`config.mk`:
```
export PLATFORM = sky130hd
export DESIGN_NAME = sha256_stream_hasher_core
export DESIGN_NICKNAME = d
export VERILOG_FILES = /design/src/rtl/shs_pkg.sv /design/src/rtl/sha256_stream_hasher_core.sv
export SDC_FILE = /design/constraint.sdc
export NUM_CORES = 2
export LEC_CHECK = 0
export ABC_CLOCK_PERIOD_IN_PS = 12500
export BUFFER_PORTS_ARGS = -buffer_cell sky130_fd_sc_hd__clkbuf_2
export CAP_MARGIN = 20
export CORE_ASPECT_RATIO = 1.4
export CORE_MARGIN = 1.5
export CORE_UTILIZATION = 60
export DETAILED_ROUTE_END_ITERATION = 8
export MAX_ROUTING_LAYER = met4
export PLACE_DENSITY = 0.76
export SLEW_MARGIN = 20
export SYNTH_ARGS = -nofsm -noshare
export SYNTH_HDL_FRONTEND = slang
export SYNTH_SLANG_ARGS = --single-unit
```
`constraint.sdc`:
```
create_clock -name aclk -period 12.5 [get_ports aclk]
set_clock_uncertainty 0.2 [all_clocks]
set_input_delay 1.875 -clock aclk [delete_from_list [all_inputs] [get_ports aclk]]
set_output_delay 1.875 -clock aclk [all_outputs]
set_load 0.1 [all_outputs]
```
`src/rtl/shs_pkg.sv`:
```
`default_nettype none
// ----------------------------------------------------------------------------
// shs_pkg
// Constants and round functions shared by the SHA-256 stream hasher core.
// ----------------------------------------------------------------------------
package shs_pkg;

    localparam int unsigned WORD_W      = 32;
    localparam int unsigned HASH_WORDS  = 8;
    localparam int unsigned BLOCK_WORDS = 16;
    localparam int unsigned ROUNDS      = 64;
    localparam int unsigned TDATA_W     = 40;

    localparam logic [WORD_W-1:0] PAD_MARKER_WORD = 32'h8000_0000;

    localparam logic [WORD_W-1:0] INIT_HASH [HASH_WORDS] = '{
        32'h6a09e667, 32'hbb67ae85, 32'h3c6ef372, 32'ha54ff53a,
        32'h510e527f, 32'h9b05688c, 32'h1f83d9ab, 32'h5be0cd19
    };

    function automatic logic [WORD_W-1:0] round_const(input logic [5:0] idx);
        logic [WORD_W-1:0] k;
        case (idx)
            6'd0:  k = 32'h428a2f98;  6'd1:  k = 32'h71374491;
            6'd2:  k = 32'hb5c0fbcf;  6'd3:  k = 32'he9b5dba5;
            6'd4:  k = 32'h3956c25b;  6'd5:  k = 32'h59f111f1;
            6'd6:  k = 32'h923f82a4;  6'd7:  k = 32'hab1c5ed5;
            6'd8:  k = 32'hd807aa98;  6'd9:  k = 32'h12835b01;
            6'd10: k = 32'h243185be;  6'd11: k = 32'h550c7dc3;
            6'd12: k = 32'h72be5d74;  6'd13: k = 32'h80deb1fe;
            6'd14: k = 32'h9bdc06a7;  6'd15: k = 32'hc19bf174;
            6'd16: k = 32'he49b69c1;  6'd17: k = 32'hefbe4786;
            6'd18: k = 32'h0fc19dc6;  6'd19: k = 32'h240ca1cc;
            6'd20: k = 32'h2de92c6f;  6'd21: k = 32'h4a7484aa;
            6'd22: k = 32'h5cb0a9dc;  6'd23: k = 32'h76f988da;
            6'd24: k = 32'h983e5152;  6'd25: k = 32'ha831c66d;
            6'd26: k = 32'hb00327c8;  6'd27: k = 32'hbf597fc7;
            6'd28: k = 32'hc6e00bf3;  6'd29: k = 32'hd5a79147;
            6'd30: k = 32'h06ca6351;  6'd31: k = 32'h14292967;
            6'd32: k = 32'h27b70a85;  6'd33: k = 32'h2e1b2138;
            6'd34: k = 32'h4d2c6dfc;  6'd35: k = 32'h53380d13;
            6'd36: k = 32'h650a7354;  6'd37: k = 32'h766a0abb;
            6'd38: k = 32'h81c2c92e;  6'd39: k = 32'h92722c85;
            6'd40: k = 32'ha2bfe8a1;  6'd41: k = 32'ha81a664b;
            6'd42: k = 32'hc24b8b70;  6'd43: k = 32'hc76c51a3;
            6'd44: k = 32'hd192e819;  6'd45: k = 32'hd6990624;
            6'd46: k = 32'hf40e3585;  6'd47: k = 32'h106aa070;
            6'd48: k = 32'h19a4c116;  6'd49: k = 32'h1e376c08;
            6'd50: k = 32'h2748774c;  6'd51: k = 32'h34b0bcb5;
            6'd52: k = 32'h391c0cb3;  6'd53: k = 32'h4ed8aa4a;
            6'd54: k = 32'h5b9cca4f;  6'd55: k = 32'h682e6ff3;
            6'd56: k = 32'h748f82ee;  6'd57: k = 32'h78a5636f;
            6'd58: k = 32'h84c87814;  6'd59: k = 32'h8cc70208;
            6'd60: k = 32'h90befffa;  6'd61: k = 32'ha4506ceb;
            6'd62: k = 32'hbef9a3f7;  6'd63: k = 32'hc67178f2;
            default: k = '0;
        endcase
        return k;
    endfunction

    function automatic logic [WORD_W-1:0] rotr(input logic [WORD_W-1:0] x,
                                               input int unsigned n);
        return (x >> n) | (x << (WORD_W - n));
    endfunction

    function automatic logic [WORD_W-1:0] big_sigma0(input logic [WORD_W-1:0] x);
        return rotr(x, 2) ^ rotr(x, 13) ^ rotr(x, 22);
    endfunction

    function automatic logic [WORD_W-1:0] big_sigma1(input logic [WORD_W-1:0] x);
        return rotr(x, 6) ^ rotr(x, 11) ^ rotr(x, 25);
    endfunction

    function automatic logic [WORD_W-1:0] small_sigma0(input logic [WORD_W-1:0] x);
        return rotr(x, 7) ^ rotr(x, 18) ^ (x >> 3);
    endfunction

    function automatic logic [WORD_W-1:0] small_sigma1(input logic [WORD_W-1:0] x);
        return rotr(x, 17) ^ rotr(x, 19) ^ (x >> 10);
    endfunction

    function automatic logic [WORD_W-1:0] choose(input logic [WORD_W-1:0] e,
                                                 input logic [WORD_W-1:0] f,
                                                 input logic [WORD_W-1:0] g);
        return (e & f) ^ (~e & g);
    endfunction

    function automatic logic [WORD_W-1:0] majority(input logic [WORD_W-1:0] a,
                                                   input logic [WORD_W-1:0] b,
                                                   input logic [WORD_W-1:0] c);
        return (a & b) ^ (a & c) ^ (b & c);
    endfunction

endpackage
`default_nettype wire

```
`src/rtl/sha256_stream_hasher_core.sv`:
```
`default_nettype none
// ----------------------------------------------------------------------------
// sha256_stream_hasher_core
// SHA-256 digest of a byte message streamed in as big-endian 32-bit words.
// ----------------------------------------------------------------------------
// Usage: message words enter on the s_ channel, first byte in bits 31..24.
// Every item is a full word except the one marked by s_tlast, whose
// byte_count gives 0 to 4 valid leading bytes (5 to 7 count as 4). After the
// last item the core appends the 0x80 marker, zero padding and the 64-bit
// bit length, then delivers the eight digest words on the m_ channel, word 0
// (most significant) first, with m_tlast on word 7.
// Timing: a word that does not complete a block is accepted directly. The
// word that fills the sixteenth slot starts a compression: the 64 rounds of
// the single round unit (one round per cycle), then a fold of the working
// variables into the chaining hash; s_tready stays low through both. On the
// last item, padding words are written one per cycle and one or two final
// compressions follow; the first digest word then appears, and each further
// word is offered in the cycle after the previous one is taken.
// While digest words are offered no input is accepted; a stalled receiver
// simply holds the core with m_tdata steady. After word 7 is taken the core
// returns to its reset state, ready for the next message. Reset
// (aresetn low, synchronous) loads the initial hash and empties the block.
// ----------------------------------------------------------------------------
module sha256_stream_hasher_core (
    input  wire logic                       aclk,
    input  wire logic                       aresetn,
    // s_tdata: data_word [31:0], byte_count [34:32], zero fill [39:35]
    input  wire logic [shs_pkg::TDATA_W-1:0] s_tdata,
    input  wire logic                       s_tlast,
    input  wire logic                       s_tvalid,
    output logic                            s_tready,
    // m_tdata: digest_word [31:0], word_index [34:32], zero fill [39:35]
    output logic [shs_pkg::TDATA_W-1:0]     m_tdata,
    output logic                            m_tlast,
    output logic                            m_tvalid,
    input  wire logic                       m_tready
);
    import shs_pkg::*;

    typedef enum logic [2:0] {
        ST_IDLE,
        ST_PAD,
        ST_ROUND,
        ST_ADD,
        ST_EMIT
    } state_t;

    typedef logic [WORD_W-1:0] word_t;

    state_t      state_reg, state_next;
    word_t       chain_reg [HASH_WORDS];
    word_t       chain_next [HASH_WORDS];
    word_t       work_reg [HASH_WORDS];
    word_t       work_next [HASH_WORDS];
    word_t       blk_reg [BLOCK_WORDS];
    word_t       blk_next [BLOCK_WORDS];
    logic [3:0]  wib_reg, wib_next;
    logic [63:0] bits_reg, bits_next;
    logic [5:0]  rnd_reg, rnd_next;
    logic [2:0]  idx_reg, idx_next;
    logic        pad_reg, pad_next;
    logic        marker_reg, marker_next;
    logic        len_hi_reg, len_hi_next;
    logic        final_reg, final_next;

    logic        push_en;
    word_t       push_word;
    logic [2:0]  cnt_sat;
    word_t       in_word;
    word_t       tail_word;
    word_t       t1, t2, sched_word;

    assign in_word = s_tdata[WORD_W-1:0];
    assign cnt_sat = (s_tdata[34:32] > 3'd4) ? 3'd4 : s_tdata[34:32];

    // Keep the valid leading bytes and place the 0x80 marker right after them.
    always_comb begin
        case (cnt_sat)
            3'd0:    tail_word = PAD_MARKER_WORD;
            3'd1:    tail_word = {in_word[31:24], 24'h80_0000};
            3'd2:    tail_word = {in_word[31:16], 16'h8000};
            3'd3:    tail_word = {in_word[31:8], 8'h80};
            default: tail_word = in_word;
        endcase
    end

    // The shared round unit. The block buffer is a shift line: the current
    // schedule word sits in slot 0 and the word sixteen rounds ahead is
    // formed from fixed taps and shifted in at slot 15.
    assign t1 = work_reg[7] + big_sigma1(work_reg[4])
              + choose(work_reg[4], work_reg[5], work_reg[6])
              + round_const(rnd_reg) + blk_reg[0];
    assign t2 = big_sigma0(work_reg[0]) + majority(work_reg[0], work_reg[1], work_reg[2]);
    assign sched_word = small_sigma1(blk_reg[14]) + blk_reg[9]
                      + small_sigma0(blk_reg[1]) + blk_reg[0];

    always_comb begin
        state_next  = state_reg;
        chain_next  = chain_reg;
        work_next   = work_reg;
        blk_next    = blk_reg;
        wib_next    = wib_reg;
        bits_next   = bits_reg;
        rnd_next    = rnd_reg;
        idx_next    = idx_reg;
        pad_next    = pad_reg;
        marker_next = marker_reg;
        len_hi_next = len_hi_reg;
        final_next  = final_reg;
        push_en     = 1'b0;
        push_word   = '0;

        case (state_reg)
            ST_IDLE: begin
                if (s_tvalid) begin
                    push_en = 1'b1;
                    if (!s_tlast) begin
                        push_word = in_word;
                        bits_next = bits_reg + 64'd32;
                    end else begin
                        // A full last word still needs the marker in a word of its own.
                        push_word   = tail_word;
                        marker_next = (cnt_sat == 3'd4);
                        bits_next   = bits_reg + {58'd0, cnt_sat, 3'b000};
                        pad_next    = 1'b1;
                        state_next  = ST_PAD;
                    end
                end
            end
            ST_PAD: begin
                push_en = 1'b1;
                if (marker_reg) begin
                    push_word   = PAD_MARKER_WORD;
                    marker_next = 1'b0;
                end else if (len_hi_reg) begin
                    push_word   = bits_reg[31:0];
                    len_hi_next = 1'b0;
                    final_next  = 1'b1;
                end else if (wib_reg == 4'd14) begin
                    push_word   = bits_reg[63:32];
                    len_hi_next = 1'b1;
                end else begin
                    push_word = '0;
                end
            end
            ST_ROUND: begin
                for (int i = 0; i < BLOCK_WORDS - 1; i++) begin
                    blk_next[i] = blk_reg[i+1];
                end
                blk_next[BLOCK_WORDS-1] = sched_word;
                work_next[7] = work_reg[6];
                work_next[6] = work_reg[5];
                work_next[5] = work_reg[4];
                work_next[4] = work_reg[3] + t1;
                work_next[3] = work_reg[2];
                work_next[2] = work_reg[1];
                work_next[1] = work_reg[0];
                work_next[0] = t1 + t2;
                rnd_next     = rnd_reg + 6'd1;
                if (rnd_reg == 6'(ROUNDS - 1)) begin
                    state_next = ST_ADD;
                end
            end
            ST_ADD: begin
                for (int i = 0; i < HASH_WORDS; i++) begin
                    chain_next[i] = chain_reg[i] + work_reg[i];
                end
                if (final_reg) begin
                    idx_next   = 3'd0;
                    state_next = ST_EMIT;
                end else if (pad_reg) begin
                    state_next = ST_PAD;
                end else begin
                    state_next = ST_IDLE;
                end
            end
            ST_EMIT: begin
                if (m_tready) begin
                    if (idx_reg == 3'(HASH_WORDS - 1)) begin
                        chain_next = INIT_HASH;
                        wib_next   = 4'd0;
                        bits_next  = '0;
                        pad_next   = 1'b0;
                        final_next = 1'b0;
                        state_next = ST_IDLE;
                    end else begin
                        idx_next = idx_reg + 3'd1;
                    end
                end
            end
            default: begin
                state_next = ST_IDLE;
            end
        endcase

        // Block write port; the sixteenth word starts a compression.
        if (push_en) begin
            blk_next[wib_reg] = push_word;
            if (wib_reg == 4'(BLOCK_WORDS - 1)) begin
                wib_next   = 4'd0;
                rnd_next   = 6'd0;
                work_next  = chain_reg;
                state_next = ST_ROUND;
            end else begin
                wib_next = wib_reg + 4'd1;
            end
        end
    end

    always_ff @(posedge aclk) begin
        blk_reg  <= blk_next;
        work_reg <= work_next;
        rnd_reg  <= rnd_next;
        idx_reg  <= idx_next;
        if (!aresetn) begin
            state_reg  <= ST_IDLE;
            chain_reg  <= INIT_HASH;
            wib_reg    <= 4'd0;
            bits_reg   <= '0;
            pad_reg    <= 1'b0;
            marker_reg <= 1'b0;
            len_hi_reg <= 1'b0;
            final_reg  <= 1'b0;
        end else begin
            state_reg  <= state_next;
            chain_reg  <= chain_next;
            wib_reg    <= wib_next;
            bits_reg   <= bits_next;
            pad_reg    <= pad_next;
            marker_reg <= marker_next;
            len_hi_reg <= len_hi_next;
            final_reg  <= final_next;
        end
    end

    assign s_tready = (state_reg == ST_IDLE);
    assign m_tvalid = (state_reg == ST_EMIT);
    assign m_tdata  = {5'd0, idx_reg, chain_reg[idx_reg]};
    assign m_tlast  = (idx_reg == 3'(HASH_WORDS - 1));

`ifndef SYNTH
    a_no_overlap: assert property (@(posedge aclk) disable iff (!aresetn)
        !(s_tready && m_tvalid))
        else $error("input accepted while digest words are pending");

    a_block_full_stalls: assert property (@(posedge aclk) disable iff (!aresetn)
        (s_tvalid && s_tready && wib_reg == 4'd15) |=> (state_reg == ST_ROUND))
        else $error("full block did not start a compression");

    a_round_end: assert property (@(posedge aclk) disable iff (!aresetn)
        (state_reg == ST_ROUND && rnd_reg == 6'd63) |=> (state_reg == ST_ADD))
        else $error("compression did not end after 64 rounds");

    a_digest_done: assert property (@(posedge aclk) disable iff (!aresetn)
        (m_tvalid && m_tready && m_tlast) |=> (s_tready && wib_reg == 4'd0
                                               && bits_reg == 64'd0))
        else $error("core not back to its initial state after the digest");

    a_last_starts_pad: assert property (@(posedge aclk) disable iff (!aresetn)
        (s_tvalid && s_tready && s_tlast) |=> pad_reg)
        else $error("last item did not start padding");
`endif

endmodule
`default_nettype wire

```
Word level (Yosys, flattened, before mapping)
Memories as Yosys holds them, arrays and structs flattened. A register that Yosys moved wholly into a read port is not among the register bits.
Index checks and enable logic that the tools add are counted.

storage, ports and cells
  register bits = 1108
  latch bits = 0
  bits in writable memories = 0
  bits in read-only memories = 2048
  input bits = 45
  logic and storage cells = 201
  memories kept = 1

operators by class
  add/subtract/negate cells = 23
  $mul = 0
  divide/modulo/power cells = 0
  $lt $le $gt $ge = 4
  equal/unequal tests = 20
  shift-type cells = 0
  muxes and demuxes = 64
  bitwise operators = 30
  reductions and logical operators = 18

memory list
  memory            words  width  rd ports  clocked after Yosys merged registers in  wr ports  line           text
  (name not given)  64     32     1         1                                        0         shs_pkg.sv:23  case (idx)

operators with widths
  operator               count
  $mux 256               5
  $mux 512               2
  $add 32x32->32         18
  $bwmux 512             1
  $pmux 256 s2           1
  $xor 32x32->32         9
  $mux 32                8
  $mux 64                4
  $and 32x32->32         5
  $demux 32 s4           1
  $pmux 32 s4            1
  $pmux 64 s2            1
  $bmux 32 s3            1
  $add 64x6->64          1
  $add 64x6->64 const B  1
  $pmux 32 s2            1
  $mux 3                 12
  $not 32->32            1
  $or 10x32->32          1
  $or 13x32->32          1
  $or 14x32->32          1
  $or 15x32->32          1
  $or 19x32->32          1
  $or 21x32->32          1
  36 further kinds       80

Logic depth before layout (Yosys ltp)
  word-level depth = 11
  mapped depth = 34
  depth with buffers taken out = 33

Least setup slack after synthesis
No wires, ideal clock.

  kind = register to register
  start point = register work_reg[123] in the netlist's numbering
  end point = register work_reg[252] in the netlist's numbering
  arrival time = 7258 ps
  setup slack = 4980 ps
  cell stages (with the launch flop) = 34
  buffers on the path = 1
  clock period less this slack = 7520 ps
  cell sequence = dfxtp_1 clkbuf_1 xor2_1 xnor2_1 fa_1 inv_1 fa_1 inv_1 fa_1 inv_1 ha_1 a21o_1 a21oi_1 o21bai_1 a2111oi_0 o21ai_0 or2_2 nand2_1 nand2_1 xor2_1 inv_1 fa_1 inv_1 ha_1 o21a_1 nor2_1 nor4b_1 a21oi_1 o211ai_1 nand2_1 o21ai_0 a21oi_1 or4b_2 nand3_1

RTL lines
  what                      line                              text
  start: declaration        sha256_stream_hasher_core.sv:53   word_t work_reg [HASH_WORDS];
  start signal: assignment  sha256_stream_hasher_core.sv:212  work_reg <= work_next;

==> results.tsv <==
metric	value	unit
status	finished, violations left	
failing checks	DRC	
critical path peak fanout	7	
GP Congestion	1.06	
prevailing post-synth register cell	dfxtp_1	
drt total wl	264000	um
Critical-path top delay cell	a31oi_1	
P_leak	35.8	nW
HPWL Detailed	190000	um
wire per inst	24.5	um
DRT iter0 DRCs	5955	
CP bufs+invs	3	
gr usage total	0.429	
starting utilization of the core area	0.604	
ratio of cells with drive above 1 in the final layout	0.0654	
Int Power	0.00879	W
Max clock buf depth	3	
Setup crit start kind	flop	
Final Hold Viols	0	
max-slew violations	0	
Root Buffer	clkbuf_16	
RSZ-0062 raised after global routing	no	
Most common cell on crit path	fa_1	
antenna violations before repair	7	
post-CTS sizing	0	
vias	68400	
R2R Setup Slk	3140	ps
clock network power share	0.256	
total negative setup slack	0	ps
Max-Slew Margin vs Limit	0.140	
Least-Margin Pin Slew	1280	ps
Syn. warnings	0	
Fill cells	10400	
total power	0.0148	W
iteration count of the initial detailed-routing pass	9	
Port Buffer Count	77	
Post-Syn Area	0.0729	mm^2
TritonCTS clock tree	done	
worst setup path class	flop to flop	
I/O pin cnt	88	
H-tree depth	3	
clock sink count	1137	
register area share after synthesis	0.312	
Hold Path Depth	2	
mean post-synth cell area	7.77	um^2
worst skew pair latency	790	ps
worst min path class	flop to flop	
first-pass GRT wire length	396000	um
Synth Register Bits	1137	
critical path endpoint category	flop	
Residual DRC	1	
EDFF count, synth	3	
Clock transition at path regs	60	ps
CP arrival	9880	ps
final cycle utilization of the critical path	0.748	
vias in the first global route	66500	
die area	0.124	mm^2
Placeable Area	0.121	mm^2
Synth Instances	9394	
P_sw	0.00598	W
Max Freq	107	MHz
GRT overflow	0	
Worst Path Required	13030	ps
max_cap viols	0	
ys async rst share	0	
PwrDens	189	mW/mm^2
DR vias/cell	6.35	
Largest register FFs	512	
hold_buf cts	0	
setup violators final	0	
Final ANT Viol Nets	0	
post-synthesis cell type count	94	
Area Growth Syn to Fin	7.18	%
CTS Buf Count	113	
switching share of total power	0.405	
Rows	151	
crit-path max cell delay	760	ps
Comb pwr share	0.468	
Post-CTS Setup Bufs	0	
maximum vdd drop	0.150	mV
FF-to-FF path depth	29	
Seq pwr share	0.277	
cell family with most CP delay	compound AO/OA/AOI/OAI gates	
CP Depth	29	
Final Critical Period	9360	ps
Final #Nets	9701	
die height	416	um
pin count of the biggest net entering global routing	198	
Die Span X	298	um
[stage by stage]
| step | setup slack [ps] | utilization | hold WS, ps | cells | instance area [um^2] |
|---|---|---|---|---|---|
| after floorplan | 4980 | - | 239 | 9398 | 73000 |
| after detailed placement | 3310 | 0.614 | 258 | 10600 | 74100 |
| final | 3140 | 0.648 | 256 | 10800 | 78200 |
| after global placement | 3400 | 0.614 | 252 | 10600 | 74100 |
| after CTS | 3250 | 0.647 | 254 | 10800 | 78200 |
| after global routing | 2560 | 0.648 | 281 | 10800 | 78200 |
[metal layers]
layer / track usage / vias to the layer above / share of wire
met2: 0.713 / 3110 / 0.48
met3: 0.0609 / 986 / 0.068
met1: 0.448 / 32500 / 0.35
met4: 0.365 / 0 / 0.10
met5: - / - / 0
li1: - / 31800 / -
[power groups by stage]
stage | logic (W) | registers (W) | clock network [W]
floorplan | 0.00508 | 0.00403 | 0
global placement | 0.00666 | 0.00415 | 0
detailed placement | 0.00672 | 0.00416 | 0
CTS | 0.00679 | 0.00408 | 0.00379
global route | 0.00756 | 0.00410 | 0.00393
finish | 0.00691 | 0.00409 | 0.00377
[cells in the final DEF (no fill, tap or decap), types with 51 or more instances in the layout]
master	netlist	final
inv_1	519	518
o21ai_0	425	424
o22ai_1	285	285
xnor2_1	323	321
clkbuf_16	0	113
dfxtp_1	1134	1134
a211oi_1	51	51
xor2_1	288	288
mux4_2	64	64
nand2_1	1403	1396
a21o_1	207	207
a31oi_1	530	530
ha_1	399	399
buf_4	5	120
mux2_2	62	62
nor2_1	1242	1236
nor3_1	108	108
nand2b_1	61	61
fa_1	196	196
o21a_1	63	63
nor2b_1	55	55
clkbuf_2	1	76
a22oi_1	122	122
a21oi_1	509	508
nand3_1	143	126
[area by class of cell]
cell class	instances	area (um^2)	share of cell area
Timing Repair Buffer	201	1380	0.0177
Clock buffer	159	3260	0.0417
Sequential cell	1137	22800	0.292
Antenna cell	11	27.5	0.000352
Clock inverter	50	791	0.0101
Inverter	523	1960	0.0251
Tap cell	1606	2010	0.0257
Multi-Input combinational cell	7085	46000	0.588
[worst reg2reg max path: cells and delay by family (launching register included)]
kind / cells / cell delay (ps)
compound gates: 12 / 3650
fa+ha+maj: 6 / 2580
simple gates: 5 / 1260
buf+inv: 3 / 200
xor+xnor: 3 / 800
flops: 1 / 610
[logic make-up after synthesis]
kind of cell,synth area share
adder cells (fa/ha/maj),0.123
buffers and inverters,0.0608
AO/OA/AOI/OAI,0.216
AND/OR/NAND/NOR,0.183
multiplexers,0.0308
flip-flops,0.312
other,0.0000514
XOR/XNOR,0.0734
[worst paths after layout]
path / startpoint / endpoint
max reg2reg: work_reg[108]$_DFF_P_ / work_reg[252]$_DFF_P_
min: blk_reg[88]$_DFF_P_ / blk_reg[120]$_DFF_P_
min reg2reg: blk_reg[88]$_DFF_P_ / blk_reg[120]$_DFF_P_
max: work_reg[108]$_DFF_P_ / work_reg[252]$_DFF_P_
[synth_stat cells, types with 16 or more instances]
cell	count	share of area
inv_1	519	0.027
nor2_1	1242	0.064
o311ai_0	19	0.0023
a21o_1	207	0.021
nand2b_1	61	0.0052
o22ai_1	285	0.024
nand2_1	1403	0.072
a221o_1	16	0.0022
ha_1	399	0.068
o21bai_1	43	0.0044
xnor2_1	323	0.039
o21ai_0	425	0.029
fa_1	196	0.054
a21oi_1	509	0.035
nor2b_1	55	0.0047
a21boi_0	20	0.0021
o21a_1	63	0.0065
or3_1	34	0.0029
mux2_2	62	0.0096
nand3_1	143	0.0098
a22oi_1	122	0.013
o211ai_1	45	0.0046
and3_1	42	0.0036
mux4_2	64	0.020
o31ai_1	38	0.0039
nand4_1	36	0.0031
buf_1	60	0.0031
and2_1	18	0.0015
nor3_1	108	0.0074
a211oi_1	51	0.0052
dfxtp_1	1134	0.31
xor2_1	288	0.035
a31oi_1	530	0.045
clkbuf_1	584	0.030
Power figures use the tool's default switching activity.
